## config.mk

```make
export PLATFORM = sky130hd
export DESIGN_NAME = sbus_frame_receiver_top
export DESIGN_NICKNAME = d
export VERILOG_FILES = /design/src/rtl/sfr_pkg.sv /design/src/rtl/sfr_front.sv /design/src/rtl/sfr_queue.sv /design/src/rtl/sfr_back.sv /design/src/rtl/sbus_frame_receiver_top.sv
export VERILOG_INCLUDE_DIRS = /design/src /design/src/rtl
export SDC_FILE = /design/constraint.sdc
export NUM_CORES = 2
export LEC_CHECK = 0
export BUFFER_PORTS_ARGS = -buffer_cell sky130_fd_sc_hd__buf_2
export CORE_UTILIZATION = 59
export CTS_BUF_LIST = sky130_fd_sc_hd__clkbuf_16
export DETAILED_ROUTE_END_ITERATION = 10
export PLACE_DENSITY = 0.79
export SLEW_MARGIN = 15
export SYNTH_ARGS = -nofsm -noshare
export SYNTH_HDL_FRONTEND = slang
export SYNTH_HIERARCHICAL = 1
export SYNTH_SLANG_ARGS = --single-unit
```

## constraint.sdc

```tcl
create_clock -name clock -period 18.72 [get_ports clock]
set_input_delay 4.68 -clock clock [delete_from_list [all_inputs] [get_ports clock]]
set_output_delay 4.68 -clock clock [all_outputs]
set_load 0.02 [all_outputs]
```

## src/rtl/sbus_frame_receiver_top_assert.svh

```systemverilog
// Assertion macros for the SBUS frame receiver.
`ifndef SBUS_FRAME_RECEIVER_TOP_ASSERT_SVH
`define SBUS_FRAME_RECEIVER_TOP_ASSERT_SVH
`ifndef SYNTHESIS
`define SFR_ASSERT_SAME(lbl, clk, rst, ante, cons) \
   lbl: assert property (@(posedge clk) disable iff (rst) (ante) |-> (cons)) \
      else $error("SBUS frame receiver assertion failed");
`define SFR_ASSERT_NEXT(lbl, clk, rst, ante, cons) \
   lbl: assert property (@(posedge clk) disable iff (rst) (ante) |=> (cons)) \
      else $error("SBUS frame receiver assertion failed");
`else
`define SFR_ASSERT_SAME(lbl, clk, rst, ante, cons)
`define SFR_ASSERT_NEXT(lbl, clk, rst, ante, cons)
`endif
`endif

```

## src/rtl/sfr_pkg.sv

```systemverilog
// Shared types, constants and helpers of the SBUS frame receiver.
`default_nettype none
package sfr_pkg;
   localparam int FRAME_LEN   = 25;
   localparam int CHAN_COUNT  = 16;
   localparam int CHAN_BITS   = 11;
   localparam int CHAN_BYTES  = 22;
   localparam int STATUS_POS  = 23;
   localparam int CHAN_DATA_W = CHAN_COUNT * CHAN_BITS;
   localparam int FILL_W      = $clog2(FRAME_LEN + 1);
   localparam int PROD_W      = CHAN_BITS + 16;
   localparam int LOST_BIT     = 2;
   localparam int FAILSAFE_BIT = 3;

   localparam logic [7:0]  START_BYTE     = 8'h0F;
   localparam logic [7:0]  PLAIN_FOOTER   = 8'h00;
   localparam logic [3:0]  VARIANT_NIBBLE = 4'h4;
   localparam logic [10:0] RAW_MAX        = 11'd2047;
   localparam logic [10:0] ROUND_BIAS     = 11'd1023;

   localparam logic [7:0] CSR_FOOTER_VARIANT = 8'd0;
   localparam logic [7:0] CSR_OUTPUT_SCALE   = 8'd1;

   typedef enum logic [1:0] {
      FS_COLLECT,
      FS_REALIGN,
      FS_PUSH
   } front_state_type;

   typedef struct packed {
      logic [CHAN_DATA_W-1:0] chan_data;
      logic                   lost;
      logic                   failsafe;
      logic [31:0]            bad_total;
   } frame_entry_type;

   typedef struct packed {
      logic [3:0]  index;
      logic        lost;
      logic        failsafe;
      logic [31:0] bad_total;
      logic        last;
   } chan_meta_type;

   // Divides by 2047 = 2^11 - 1 through two folds of the top bits onto the bottom,
   // followed by a single compare-and-correct step.
   function automatic logic [15:0] div_raw_max(input logic [PROD_W-1:0] x);
      logic [15:0] q0;
      logic [16:0] r1;
      logic [5:0]  q1;
      logic [11:0] r2;
      logic        c;
      q0 = x[PROD_W-1:11];
      r1 = {6'd0, x[10:0]} + {1'b0, q0};
      q1 = r1[16:11];
      r2 = {1'b0, r1[10:0]} + {6'd0, q1};
      c  = (r2 >= {1'b0, RAW_MAX});
      return q0 + {10'd0, q1} + {15'd0, c};
   endfunction
endpackage
`default_nettype wire

```

## src/rtl/sfr_front.sv

```systemverilog
// Front end: collects bytes into a frame, checks it and realigns after a bad frame.
`default_nettype none
module sfr_front (
   input  logic                   clock,
   input  logic                   reset,
   input  logic                   push,
   input  logic [7:0]             rx_byte,
   output logic                   full,
   input  logic                   accept_variant,
   output sfr_pkg::frame_entry_type entry,
   output logic                   entry_valid,
   input  logic                   entry_ready
);
   import sfr_pkg::*;

   front_state_type   state_ff, state_in;
   logic [FILL_W-1:0] fill_ff, fill_in;
   logic [31:0]       rejected_ff, rejected_in;
   logic [7:0]        frame_ff [FRAME_LEN];
   logic [7:0]        frame_in [FRAME_LEN];
   logic              accept;
   logic              footer_ok;

   assign accept = push && (state_ff == FS_COLLECT);
   assign footer_ok = (frame_ff[0] == START_BYTE) &&
                      ((rx_byte == PLAIN_FOOTER) ||
                       (accept_variant && (rx_byte[3:0] == VARIANT_NIBBLE)));

   always_ff @(posedge clock) begin
      if (reset) begin
         state_ff    <= FS_COLLECT;
         fill_ff     <= '0;
         rejected_ff <= '0;
      end else begin
         state_ff    <= state_in;
         fill_ff     <= fill_in;
         rejected_ff <= rejected_in;
      end
   end

   always_ff @(posedge clock) begin
      frame_ff <= frame_in;
   end

   always_comb begin
      state_in    = state_ff;
      fill_in     = fill_ff;
      rejected_in = rejected_ff;
      frame_in    = frame_ff;
      case (state_ff)
         FS_COLLECT: begin
            if (accept) begin
               if (fill_ff == '0) begin
                  if (rx_byte == START_BYTE) begin
                     frame_in[0] = rx_byte;
                     fill_in     = FILL_W'(1);
                  end
               end else begin
                  frame_in[fill_ff] = rx_byte;
                  if (fill_ff == FILL_W'(FRAME_LEN - 1)) begin
                     if (footer_ok) begin
                        fill_in  = '0;
                        state_in = FS_PUSH;
                     end else begin
                        if (rejected_ff != '1) begin
                           rejected_in = rejected_ff + 32'd1;
                        end
                        fill_in  = FILL_W'(FRAME_LEN);
                        state_in = FS_REALIGN;
                     end
                  end else begin
                     fill_in = fill_ff + FILL_W'(1);
                  end
               end
            end
         end
         FS_REALIGN: begin
            // One byte drops off the front each cycle until a start byte leads
            // the buffer or nothing is left.
            for (int i = 0; i < FRAME_LEN - 1; i++) begin
               frame_in[i] = frame_ff[i+1];
            end
            fill_in = fill_ff - FILL_W'(1);
            if ((frame_ff[1] == START_BYTE) || (fill_ff == FILL_W'(1))) begin
               state_in = FS_COLLECT;
            end
         end
         FS_PUSH: begin
            if (entry_ready) begin
               state_in = FS_COLLECT;
            end
         end
         default: begin
            state_in = FS_COLLECT;
            fill_in  = '0;
         end
      endcase
   end

   always_comb begin
      for (int i = 0; i < CHAN_BYTES; i++) begin
         entry.chan_data[8*i +: 8] = frame_ff[i+1];
      end
      entry.lost      = frame_ff[STATUS_POS][LOST_BIT];
      entry.failsafe  = frame_ff[STATUS_POS][FAILSAFE_BIT];
      entry.bad_total = rejected_ff;
   end

   assign full        = (state_ff != FS_COLLECT);
   assign entry_valid = (state_ff == FS_PUSH);
endmodule
`default_nettype wire

```

## src/rtl/sfr_queue.sv

```systemverilog
// Short queue of accepted frames between the front and back ends.
`default_nettype none
module sfr_queue #(
   parameter int DEPTH = 2
) (
   input  logic                     clock,
   input  logic                     reset,
   input  logic                     wr_valid,
   output logic                     wr_ready,
   input  sfr_pkg::frame_entry_type wr_data,
   output logic                     rd_valid,
   input  logic                     rd_pop,
   output sfr_pkg::frame_entry_type rd_data
);
   import sfr_pkg::*;

   localparam int PTR_W = $clog2(DEPTH);
   localparam int CNT_W = $clog2(DEPTH + 1);

   frame_entry_type  slots_ff [DEPTH];
   logic [PTR_W-1:0] wr_ptr_ff, wr_ptr_in;
   logic [PTR_W-1:0] rd_ptr_ff, rd_ptr_in;
   logic [CNT_W-1:0] count_ff, count_in;
   logic             do_wr;
   logic             do_rd;

   assign wr_ready = (count_ff != CNT_W'(DEPTH));
   assign rd_valid = (count_ff != '0);
   assign do_wr    = wr_valid && wr_ready;
   assign do_rd    = rd_pop && rd_valid;
   assign rd_data  = slots_ff[rd_ptr_ff];

   always_comb begin
      wr_ptr_in = wr_ptr_ff;
      rd_ptr_in = rd_ptr_ff;
      count_in  = count_ff;
      if (do_wr) begin
         wr_ptr_in = (wr_ptr_ff == PTR_W'(DEPTH - 1)) ? '0 : wr_ptr_ff + PTR_W'(1);
      end
      if (do_rd) begin
         rd_ptr_in = (rd_ptr_ff == PTR_W'(DEPTH - 1)) ? '0 : rd_ptr_ff + PTR_W'(1);
      end
      if (do_wr && !do_rd) begin
         count_in = count_ff + CNT_W'(1);
      end else if (do_rd && !do_wr) begin
         count_in = count_ff - CNT_W'(1);
      end
   end

   always_ff @(posedge clock) begin
      if (reset) begin
         wr_ptr_ff <= '0;
         rd_ptr_ff <= '0;
         count_ff  <= '0;
      end else begin
         wr_ptr_ff <= wr_ptr_in;
         rd_ptr_ff <= rd_ptr_in;
         count_ff  <= count_in;
      end
   end

   always_ff @(posedge clock) begin
      if (do_wr) begin
         slots_ff[wr_ptr_ff] <= wr_data;
      end
   end
endmodule
`default_nettype wire

```

## src/rtl/sfr_back.sv

```systemverilog
// Back end: unpacks the sixteen channels of a frame and scales each one.
`default_nettype none
module sfr_back (
   input  logic                     clock,
   input  logic                     reset,
   input  sfr_pkg::frame_entry_type entry,
   input  logic                     entry_valid,
   output logic                     entry_pop,
   input  logic [15:0]              output_scale,
   output logic                     rsp_empty,
   input  logic                     rsp_pop,
   output logic [3:0]               rsp_channel_index,
   output logic [15:0]              rsp_channel_value,
   output logic                     rsp_frame_lost,
   output logic                     rsp_failsafe,
   output logic [31:0]              rsp_bad_frame_total,
   output logic                     rsp_last
);
   import sfr_pkg::*;

   // Channel sequencer.
   logic                   busy_ff, busy_in;
   logic [CHAN_DATA_W-1:0] data_ff, data_in;
   logic [3:0]             cnt_ff, cnt_in;
   logic                   lost_ff, failsafe_ff;
   logic [31:0]            total_ff;
   // Multiply stage.
   logic                   mul_valid_ff, mul_valid_in;
   logic [PROD_W-1:0]      mul_prod_ff;
   chan_meta_type          mul_meta_ff;
   // Result register.
   logic                   out_valid_ff, out_valid_in;
   logic [15:0]            out_value_ff;
   chan_meta_type          out_meta_ff;

   logic                   out_load;
   logic                   mul_adv;
   logic                   issue;
   logic [CHAN_BITS-1:0]   raw;
   logic [PROD_W-1:0]      rounded;

   assign out_load  = mul_valid_ff && (!out_valid_ff || rsp_pop);
   assign mul_adv   = !mul_valid_ff || out_load;
   assign issue     = busy_ff && mul_adv;
   assign entry_pop = !busy_ff && entry_valid;
   assign raw       = data_ff[CHAN_BITS-1:0];
   assign rounded   = mul_prod_ff + PROD_W'(ROUND_BIAS);

   always_comb begin
      busy_in      = busy_ff;
      data_in      = data_ff;
      cnt_in       = cnt_ff;
      mul_valid_in = mul_valid_ff;
      out_valid_in = out_valid_ff;
      if (entry_pop) begin
         busy_in = 1'b1;
         data_in = entry.chan_data;
         cnt_in  = '0;
      end else if (issue) begin
         data_in = data_ff >> CHAN_BITS;
         cnt_in  = cnt_ff + 4'd1;
         if (cnt_ff == 4'(CHAN_COUNT - 1)) begin
            busy_in = 1'b0;
         end
      end
      if (mul_adv) begin
         mul_valid_in = issue;
      end
      if (out_load) begin
         out_valid_in = 1'b1;
      end else if (rsp_pop) begin
         out_valid_in = 1'b0;
      end
   end

   always_ff @(posedge clock) begin
      if (reset) begin
         busy_ff      <= 1'b0;
         mul_valid_ff <= 1'b0;
         out_valid_ff <= 1'b0;
         cnt_ff       <= '0;
      end else begin
         busy_ff      <= busy_in;
         mul_valid_ff <= mul_valid_in;
         out_valid_ff <= out_valid_in;
         cnt_ff       <= cnt_in;
      end
   end

   always_ff @(posedge clock) begin
      data_ff <= data_in;
      if (entry_pop) begin
         lost_ff     <= entry.lost;
         failsafe_ff <= entry.failsafe;
         total_ff    <= entry.bad_total;
      end
      if (issue) begin
         mul_prod_ff          <= PROD_W'(raw) * PROD_W'(output_scale);
         mul_meta_ff.index    <= cnt_ff;
         mul_meta_ff.lost     <= lost_ff;
         mul_meta_ff.failsafe <= failsafe_ff;
         mul_meta_ff.bad_total <= total_ff;
         mul_meta_ff.last     <= (cnt_ff == 4'(CHAN_COUNT - 1));
      end
      if (out_load) begin
         out_value_ff <= div_raw_max(rounded);
         out_meta_ff  <= mul_meta_ff;
      end
   end

   assign rsp_empty           = !out_valid_ff;
   assign rsp_channel_index   = out_meta_ff.index;
   assign rsp_channel_value   = out_value_ff;
   assign rsp_frame_lost      = out_meta_ff.lost;
   assign rsp_failsafe        = out_meta_ff.failsafe;
   assign rsp_bad_frame_total = out_meta_ff.bad_total;
   assign rsp_last            = out_meta_ff.last;
endmodule
`default_nettype wire

```

## src/rtl/sbus_frame_receiver_top.sv

```systemverilog
// Top level of the SBUS frame receiver: front end, frame queue and channel back end.
// Usage:
// Bytes from the serial line enter on req_rx_byte, one transaction per byte, taken at a
// clock edge with req_push high and req_full low. Channel results leave on the rsp_
// ports while rsp_empty is low; rsp_pop takes one. Each good frame gives sixteen results
// in channel order, the sixteenth marked by rsp_last.
// A byte that does not complete a frame leaves req_full low. After the footer byte of
// a good frame req_full is high until the frame moves into the queue; the first channel
// result then passes the channel sequencer, the multiply stage and the result register,
// and results follow one per cycle while rsp_pop keeps up. A rejected frame raises
// req_full while the buffer shifts one byte a cycle to the next start byte.
// If the receiver stops popping, results wait in the output register, frames wait in
// the queue (QUEUE_DEPTH frames) and finally req_full rises; nothing is dropped.
// Configuration writes on the csr_ channel are always taken and must only be made
// while the block is idle. Reset empties the queue, clears the rejected-frame count,
// returns to hunting for a start byte and restores the register defaults.
`default_nettype none
module sbus_frame_receiver_top #(
   parameter int QUEUE_DEPTH = 2
) (
   input  logic        clock,
   input  logic        reset,
   input  logic        req_push,
   output logic        req_full,
   input  logic [7:0]  req_rx_byte,
   output logic        rsp_empty,
   input  logic        rsp_pop,
   output logic [3:0]  rsp_channel_index,
   output logic [15:0] rsp_channel_value,
   output logic        rsp_frame_lost,
   output logic        rsp_failsafe,
   output logic [31:0] rsp_bad_frame_total,
   output logic        rsp_last,
   input  logic        csr_valid,
   output logic        csr_ready,
   input  logic [7:0]  csr_index,
   input  logic [15:0] csr_wdata
);
   import sfr_pkg::*;

   `include "sbus_frame_receiver_top_assert.svh"

   logic            variant_ff;
   logic [15:0]     scale_ff;
   frame_entry_type front_entry;
   logic            front_valid;
   logic            front_ready;
   frame_entry_type queue_entry;
   logic            queue_valid;
   logic            queue_pop;

   assign csr_ready = 1'b1;

   always_ff @(posedge clock) begin
      if (reset) begin
         variant_ff <= 1'b1;
         scale_ff   <= 16'd2047;
      end else if (csr_valid && csr_ready) begin
         case (csr_index)
            CSR_FOOTER_VARIANT: variant_ff <= csr_wdata[0];
            CSR_OUTPUT_SCALE:   scale_ff   <= csr_wdata;
            default:            ;
         endcase
      end
   end

   sfr_front u_front (
      .clock          (clock),
      .reset          (reset),
      .push           (req_push),
      .rx_byte        (req_rx_byte),
      .full           (req_full),
      .accept_variant (variant_ff),
      .entry          (front_entry),
      .entry_valid    (front_valid),
      .entry_ready    (front_ready)
   );

   sfr_queue #(
      .DEPTH (QUEUE_DEPTH)
   ) u_queue (
      .clock    (clock),
      .reset    (reset),
      .wr_valid (front_valid),
      .wr_ready (front_ready),
      .wr_data  (front_entry),
      .rd_valid (queue_valid),
      .rd_pop   (queue_pop),
      .rd_data  (queue_entry)
   );

   sfr_back u_back (
      .clock               (clock),
      .reset               (reset),
      .entry               (queue_entry),
      .entry_valid         (queue_valid),
      .entry_pop           (queue_pop),
      .output_scale        (scale_ff),
      .rsp_empty           (rsp_empty),
      .rsp_pop             (rsp_pop),
      .rsp_channel_index   (rsp_channel_index),
      .rsp_channel_value   (rsp_channel_value),
      .rsp_frame_lost      (rsp_frame_lost),
      .rsp_failsafe        (rsp_failsafe),
      .rsp_bad_frame_total (rsp_bad_frame_total),
      .rsp_last            (rsp_last)
   );

   // Nothing is on offer straight after reset.
   `SFR_ASSERT_NEXT(a_reset_empty, clock, 1'b0, reset, rsp_empty)
   // Only the sixteenth channel of a frame carries the last marker.
   `SFR_ASSERT_SAME(a_last_is_final, clock, reset, !rsp_empty && rsp_last,
                    rsp_channel_index == 4'd15)
   // Within a frame, the channel after a popped one is the next in order.
   `SFR_ASSERT_NEXT(a_channel_order, clock, reset, !rsp_empty && rsp_pop && !rsp_last,
                    rsp_empty || (rsp_channel_index == $past(rsp_channel_index) + 4'd1))
endmodule
`default_nettype wire
```

# [After elaboration in Yosys (flattened, before gate mapping)]
# Memories as Yosys holds them, arrays and structs flattened. A register that Yosys moved wholly into a read port is not among the register bits.
# Index checks and enable logic that the tools add are counted.
[classes] n_addsub=13 n_mul=1 order_cmp=3 n_eq_ne=18 mux=36 bitwise_logic=4 n_reduce_logical=41
[op_table] operator="$pmux W192 S2" count=1
[op_table] operator="$mux W176" count=2
[op_table] operator="$bwmux W200" count=1
[op_table] operator="$mux W200" count=1
[op_table] operator="$mux W192" count=1
[op_table] operator="$demux W8 S5" count=1
[op_table] operator="$add A32 B1 Y32 const B" count=1
[op_table] operator="$ne A32 B32 Y1 const B" count=1
[op_table] operator="$add A27 B10 Y27 const B" count=1
[op_table] operator="$mul A11 B16 Y27" count=1
[op_table] operator="$mux W5" count=5
[op_table] operator="$eq A8 B4 Y1 const B" count=3
[op_table] operator="$mux W8" count=3
[op_table] operator="$add A11 B16 Y17" count=1
[op_table] operator="$add A16 B1 Y16" count=1
[op_table] operator="$add A16 B6 Y16" count=1
[op_table] operator="$logic_not A8 Y1" count=2
[op_table] operator="$mux W2" count=8
[op_table] operator="$pmux W5 S3" count=1
[op_table] operator="$reduce_bool A2 Y1" count=7
[op_table] operator="$add A11 B6 Y12" count=1
[op_table] operator="$ge A12 B11 Y1 const B" count=1
[op_table] operator="$reduce_and A3 Y1" count=4
[op_table] operator="$logic_and A1 B1 Y1" count=11
[op_table] operator="30 further kinds" count=56
[totals] reg_bits=598 mem_bits_rw=420 in_bits=37 output_inout_bits=58 elab_cells=170 n_memories=1
[memory_table] memory="u_queue.slots_ff" depth=2 width=210 rd=1 rd_clocked_by_memory_dff=1 wr=1 line="sfr_queue.sv:20" text="frame_entry_type slots_ff [DEPTH];"

# [Logic depth before layout (Yosys ltp)]
[depth] ltp_word=9 ltp_mapped=40 ltp_nobuf=39

# [Cells and area by module]
# Netlist, hierarchy kept.
[modules_own_cells] module="sfr_back" instances=1 cells_per_inst=1450 area_per_inst_um2=19571.3 seq_area_each_um2=10079.7
[modules_own_cells] module="sfr_queue" instances=1 cells_per_inst=677 area_per_inst_um2=15452.3 seq_area_each_um2=12712.2
[modules_own_cells] module="sfr_front" instances=1 cells_per_inst=1170 area_per_inst_um2=11974.0 seq_area_each_um2=6786.5
[modules_own_cells] module="sbus_frame_receiver_top" instances=1 cells_per_inst=78 area_per_inst_um2=765.7 seq_area_each_um2=340.3

# [Worst setup path after synthesis]
# OpenSTA, ideal clock, no wires.
[synth_path] kind="input to register" startpoint="input port rsp_pop" endpoint="register u_back.data_ff[0], enable pin" setup_ps=462 arrival_ps=10666 t_required_ps=18258 slack_ps=7592 cell_stages=3 n_path_buf=0 cell_sequence="nor2_1 a21boi_1 or2_2"
[synth_between] elab_chain_len=5
[synth_lines] element="start: declaration" line="sbus_frame_receiver_top.sv:27" text="input logic rsp_pop,"
[synth_lines] element="$logic_or A1 B1 Y1" line="sfr_back.sv:42" text="assign out_load = mul_valid_ff && (!out_valid_ff || rsp_pop);"
[synth_lines] element="$logic_and A1 B1 Y1" line="sfr_back.sv:42"
[synth_lines] element="$logic_or A1 B1 Y1" line="sfr_back.sv:43" text="assign mul_adv = !mul_valid_ff || out_load;"
[synth_lines] element="$logic_and A1 B1 Y1" line="sfr_back.sv:44" text="assign issue = busy_ff && mul_adv;"
[synth_lines] element="via u_back.issue" line="sfr_back.sv:38" text="logic issue;"
[synth_lines] element="$reduce_bool A2 Y1 (no line)"
[synth_lines] element="end signal: assignment" line="sfr_back.sv:91" text="data_ff <= data_in;"
[synth_lines] element="end: declaration" line="sfr_back.sv:23" text="logic [CHAN_DATA_W-1:0] data_ff, data_in;"
# The timed path passes the listed nets, and every way through them passes these cells.
# A chain may end at the register's enable or synchronous reset.

# [Worst setup path after layout]
[layout_path] startpoint="register u_back.mul_prod_ff[0]" endpoint="register u_back.out_value_ff[10] (netlist: u_back/rsp_channel_value[10]), data pin"
[layout_between] elab_chain_len=5 elab_cells_between_ends=6 cone_classes="add/sub: 5; order compare: 1"
[layout_lines] element="start: declaration" line="sfr_back.sv:29" text="logic [PROD_W-1:0] mul_prod_ff;"
[layout_lines] element="start signal: assignment" line="sfr_back.sv:98" text="mul_prod_ff <= PROD_W'(raw) * PROD_W'(output_scale);"
[layout_lines] element="$add A27 B10 Y27 (*)" line="sfr_back.sv:47" text="assign rounded = mul_prod_ff + PROD_W'(ROUND_BIAS);"
[layout_lines] element="$add A11 B16 Y17" line="sfr_pkg.sv:54" text="r1 = {6'd0, x[10:0]} + {1'b0, q0};"
[layout_lines] element="$add A11 B6 Y12" line="sfr_pkg.sv:56" text="r2 = {1'b0, r1[10:0]} + {6'd0, q1};"
[layout_lines] element="$ge A12 B11 Y1" line="sfr_pkg.sv:57" text="c = (r2 >= {1'b0, RAW_MAX});"
[layout_lines] element="$add A16 B1 Y16 (*)" line="sfr_pkg.sv:58" text="return q0 + {10'd0, q1} + {15'd0, c};"
[layout_lines] element="end signal: assignment" line="sfr_back.sv:106" text="out_value_ff <= div_raw_max(rounded);"
[layout_lines] element="end: declaration" line="sfr_back.sv:33" text="logic [15:0] out_value_ff;"
# Every way passes the cells marked *; elsewhere a longest branch is shown, timed or not.

==> flow_summary.ini <==
[timing]
finalSetupTns_ns = 0
tightest_slew_ns = 1.25
hold_violations = 0
fin_crit_ns = 8.78
setup_viol = 0
post-route-period-util = 0.469
rsz0062_at_grt = false
slew_headroom = 0.170
clock.fmax_mhz = 114
drv_slew = 0
fin_skew_ns = 0.0341

[logic_synthesis]
ys_seq_area_frac = 0.626
synth_area_um2 = 47800
synth_warnings = 6
synth.most_common_cell = edfxtp_1
async_reset_ff_frac = 0
yosys.area.top_type_share = 0.598
yosys.area_share.xor_xnor = 0.0137
muxShareOfSynthArea = 0.0961
ys_ff_latch = 1019
synth_compound_area_frac = 0.0505
syn-num-nets = 3636
synth_fa_ha_area_frac = 0.0792
synth_area_leaders = edfxtp_1 60%, mux2_2 9.1%, fa_1 5.4%, dfxtp_1 2.9%, buf_4 2.8%
synth_enable_flop_cells = 951
synth_common_cells = 951 x edfxtp_1, 385 x mux2_2, 357 x nand2_1
synth-simple-area-share = 0.0779
ys.flop_type = edfxtp_1
synth.largest_area_cell = edfxtp_1
synth_cell_type_count = 83
avgSynthCellArea_um2 = 14.2
syn_inst = 3375
synth_top_family_by_area = multiplexers

[placed_design]
hpwl_mm = 63.2
gp_congestion = 0.876
place_inst = 4213
io_buffer_count = 93

[clock_network]
postCtsHoldBufs = 0
postCtsResizedCells = 0
clockBufferDepth = 3
cts_buffers = 101
clk_latency_ns = 0.68
cts_setup_buffers = 0
cts.clk_slew.worst_paths_ns = 0.06
cts_sinks = 1019
ctsRootBufferMaster = clkbuf_16
cts-htree-levels = 3
cts_tree = yes

[worst_setup_path]
critPathKind = flip-flop to flip-flop
critPathSlowestCell = nor4b_1
reg2reg_slack_ns = 9.94
cp-startpoint = u_back/mul_prod_ff[0]$_DFFE_PP_
cp_common_cell = fa_1
slowest_delay_ns = 0.84
worstPathRequired_ns = 19.12
reg2reg_depth = 37
end_kind = flip-flop
startpoint_type = flip-flop
crit_path_max_fanout = 7
arrival_ns = 9.18
r2r_end = u_back/rsp_channel_value[10]$_DFFE_PP_
r2r_start = u_back/mul_prod_ff[0]$_DFFE_PP_
worstSetupEndpoint = u_back/rsp_channel_value[10]$_DFFE_PP_

[grt]
antenna_found_initial = 4
top_usage_layer = met2
grtUsageTotal = 0.242
grt_pass1_vias = 26828
use_met3 = 0.0411
grt_pass1_wl_mm = 153
grt-ovfl-total = 0
use_met2 = 0.400
grt_max_degree = 190
grt.met1_usage = 0.328

[die]
fp.dieH_um = 287
core_area_um2 = 79500
chipWidth_um = 287
die-area_um2 = 82100
ioPinCount = 95
start_util = 0.601
rows = 103

[cells_and_area]
diodes = 0
nets = 3527
instances_no_fill = 4402
drive_gt1_frac = 0.200
syn_to_final_growth_pct = 6.59
nFillCells = 5396

[detailed_routing]
detail-route-antenna-nets = 0
wl_per_cell_um = 22.5
drt_iter0_markers = 2490
wl_mm = 98.9
vias = 26502
drcViolationCount = 0
viasPerCell = 6.02
drtPass1Iterations = 6

[flow_run]
drv_cap = 0

[status]
outcome = finished, final reports clean

[power_and_ir_drop]
power.density_nw_per_um2 = 86.7
leakage_nw = 17.3
ir_worst_vdd_uv = 86.8

[hold_path]
hold_class = flip-flop to flip-flop
min_path_cells = 0
power by group:
| group | switching, mW | total (mW) | internal [mW] |
|---|---|---|---|
| logic | 0.0196 | 0.0305 | 0.0109 |
| clock network | 0.858 | 1.93 | 1.07 |
| registers | 0.000994 | 2.45 | 2.45 |
| total | 0.879 | 4.41 | 3.53 |
flip-flops by register name (all words and copies together) (netlist names), 4 cells and up, named ones only:
register and cells:
u_back/rsp_channel_value 16, u_back/mul_meta_ff 39, u_front/entry 178, u_front/frame_ff 22, u_back/rsp_bad_frame_total 32, u_front/fill_ff 5, u_back/cnt_ff 4, u_back/data_ff 176
u_back/rsp_channel_index 4, scale_ff 16, u_back/mul_prod_ff 27, u_queue/slots_ff 420, u_front/rejected_ff 32, u_back/total_ff 32
cell families after synthesis:
| family | Yosys count |
|---|---|
| flops | 1019 |
| simple gates | 758 |
| buf+inv | 482 |
| mux | 410 |
| compound gates | 406 |
| fa+ha+maj | 225 |
| xor+xnor | 74 |
| other cells | 1 |
area by class of cell:
class	count	area (µm²)	area share
clock buffers	102	2550	0.0501
clock inverters	87	641	0.0126
inverters	156	607	0.0119
multi-input cells	1874	15200	0.299
flip-flops and latches	1019	29900	0.588
well taps	1050	1310	0.0258
repair buffers	114	651	0.0128
through the flow:
step	setup WS, ns	hold WS [ns]	total power, mW	cell area (µm²)	utilization
finish	9.94	0.416	4.41	50900	0.640
global route	9.12	0.421	4.53	50900	0.640
CTS	9.93	0.416	4.44	50900	0.640
detailed placement	9.91	0.405	2.53	47700	0.600
global placement	10.13	0.400	2.53	47700	0.600
floorplan	7.59	0.400	2.52	47800	-
cell usage in the layout, fill, tap and decap left out, drive strengths merged, types with 68 or more instances in the layout:
master  count
a21oi      78
inv       190
edfxtp    951
o21ai     212
mux2      387
ha         95
fa        129
nand2     357
dfxtp      68
and2       80
clkbuf    102
buf       114
nor2       86
worst min path at each step:
stage                                                    endpoint  slack, ns                            start
final                     u_back/rsp_bad_frame_total[2]$_DFFE_PP_       0.42  u_back/mul_meta_ff[3]$_DFFE_PP_
after global placement    u_back/rsp_bad_frame_total[1]$_DFFE_PP_       0.40  u_back/mul_meta_ff[2]$_DFFE_PP_
after global routing             u_back/mul_meta_ff[17]$_DFFE_PP_       0.42    u_back/total_ff[16]$_DFFE_PP_
after detailed placement         u_back/mul_meta_ff[13]$_DFFE_PP_       0.40    u_back/total_ff[12]$_DFFE_PP_
after CTS                        u_back/mul_meta_ff[29]$_DFFE_PP_       0.42    u_back/total_ff[28]$_DFFE_PP_
after floorplan                  u_back/mul_meta_ff[10]$_DFFE_PP_       0.40     u_back/total_ff[9]$_DFFE_PP_
metal layers:
metal,vias up,part of all wire
met2,1221,0.49
met5,-,0.00010
met3,195,0.078
li1,11805,-
met1,13279,0.40
met4,2,0.028
worst max-delay path, delay by kind of cell, from the launching register on:
kind | cells | cell delay (ns)
AND/OR/NAND/NOR | 12 | 2.82
AO/OA/AOI/OAI | 13 | 1.99
adder cells (fa/ha/maj) | 5 | 1.91
XOR/XNOR | 3 | 0.89
flip-flops | 1 | 0.43
buffers and inverters | 3 | 0.36
multiplexers | 1 | 0.10
Power figures use the tool's default switching activity.
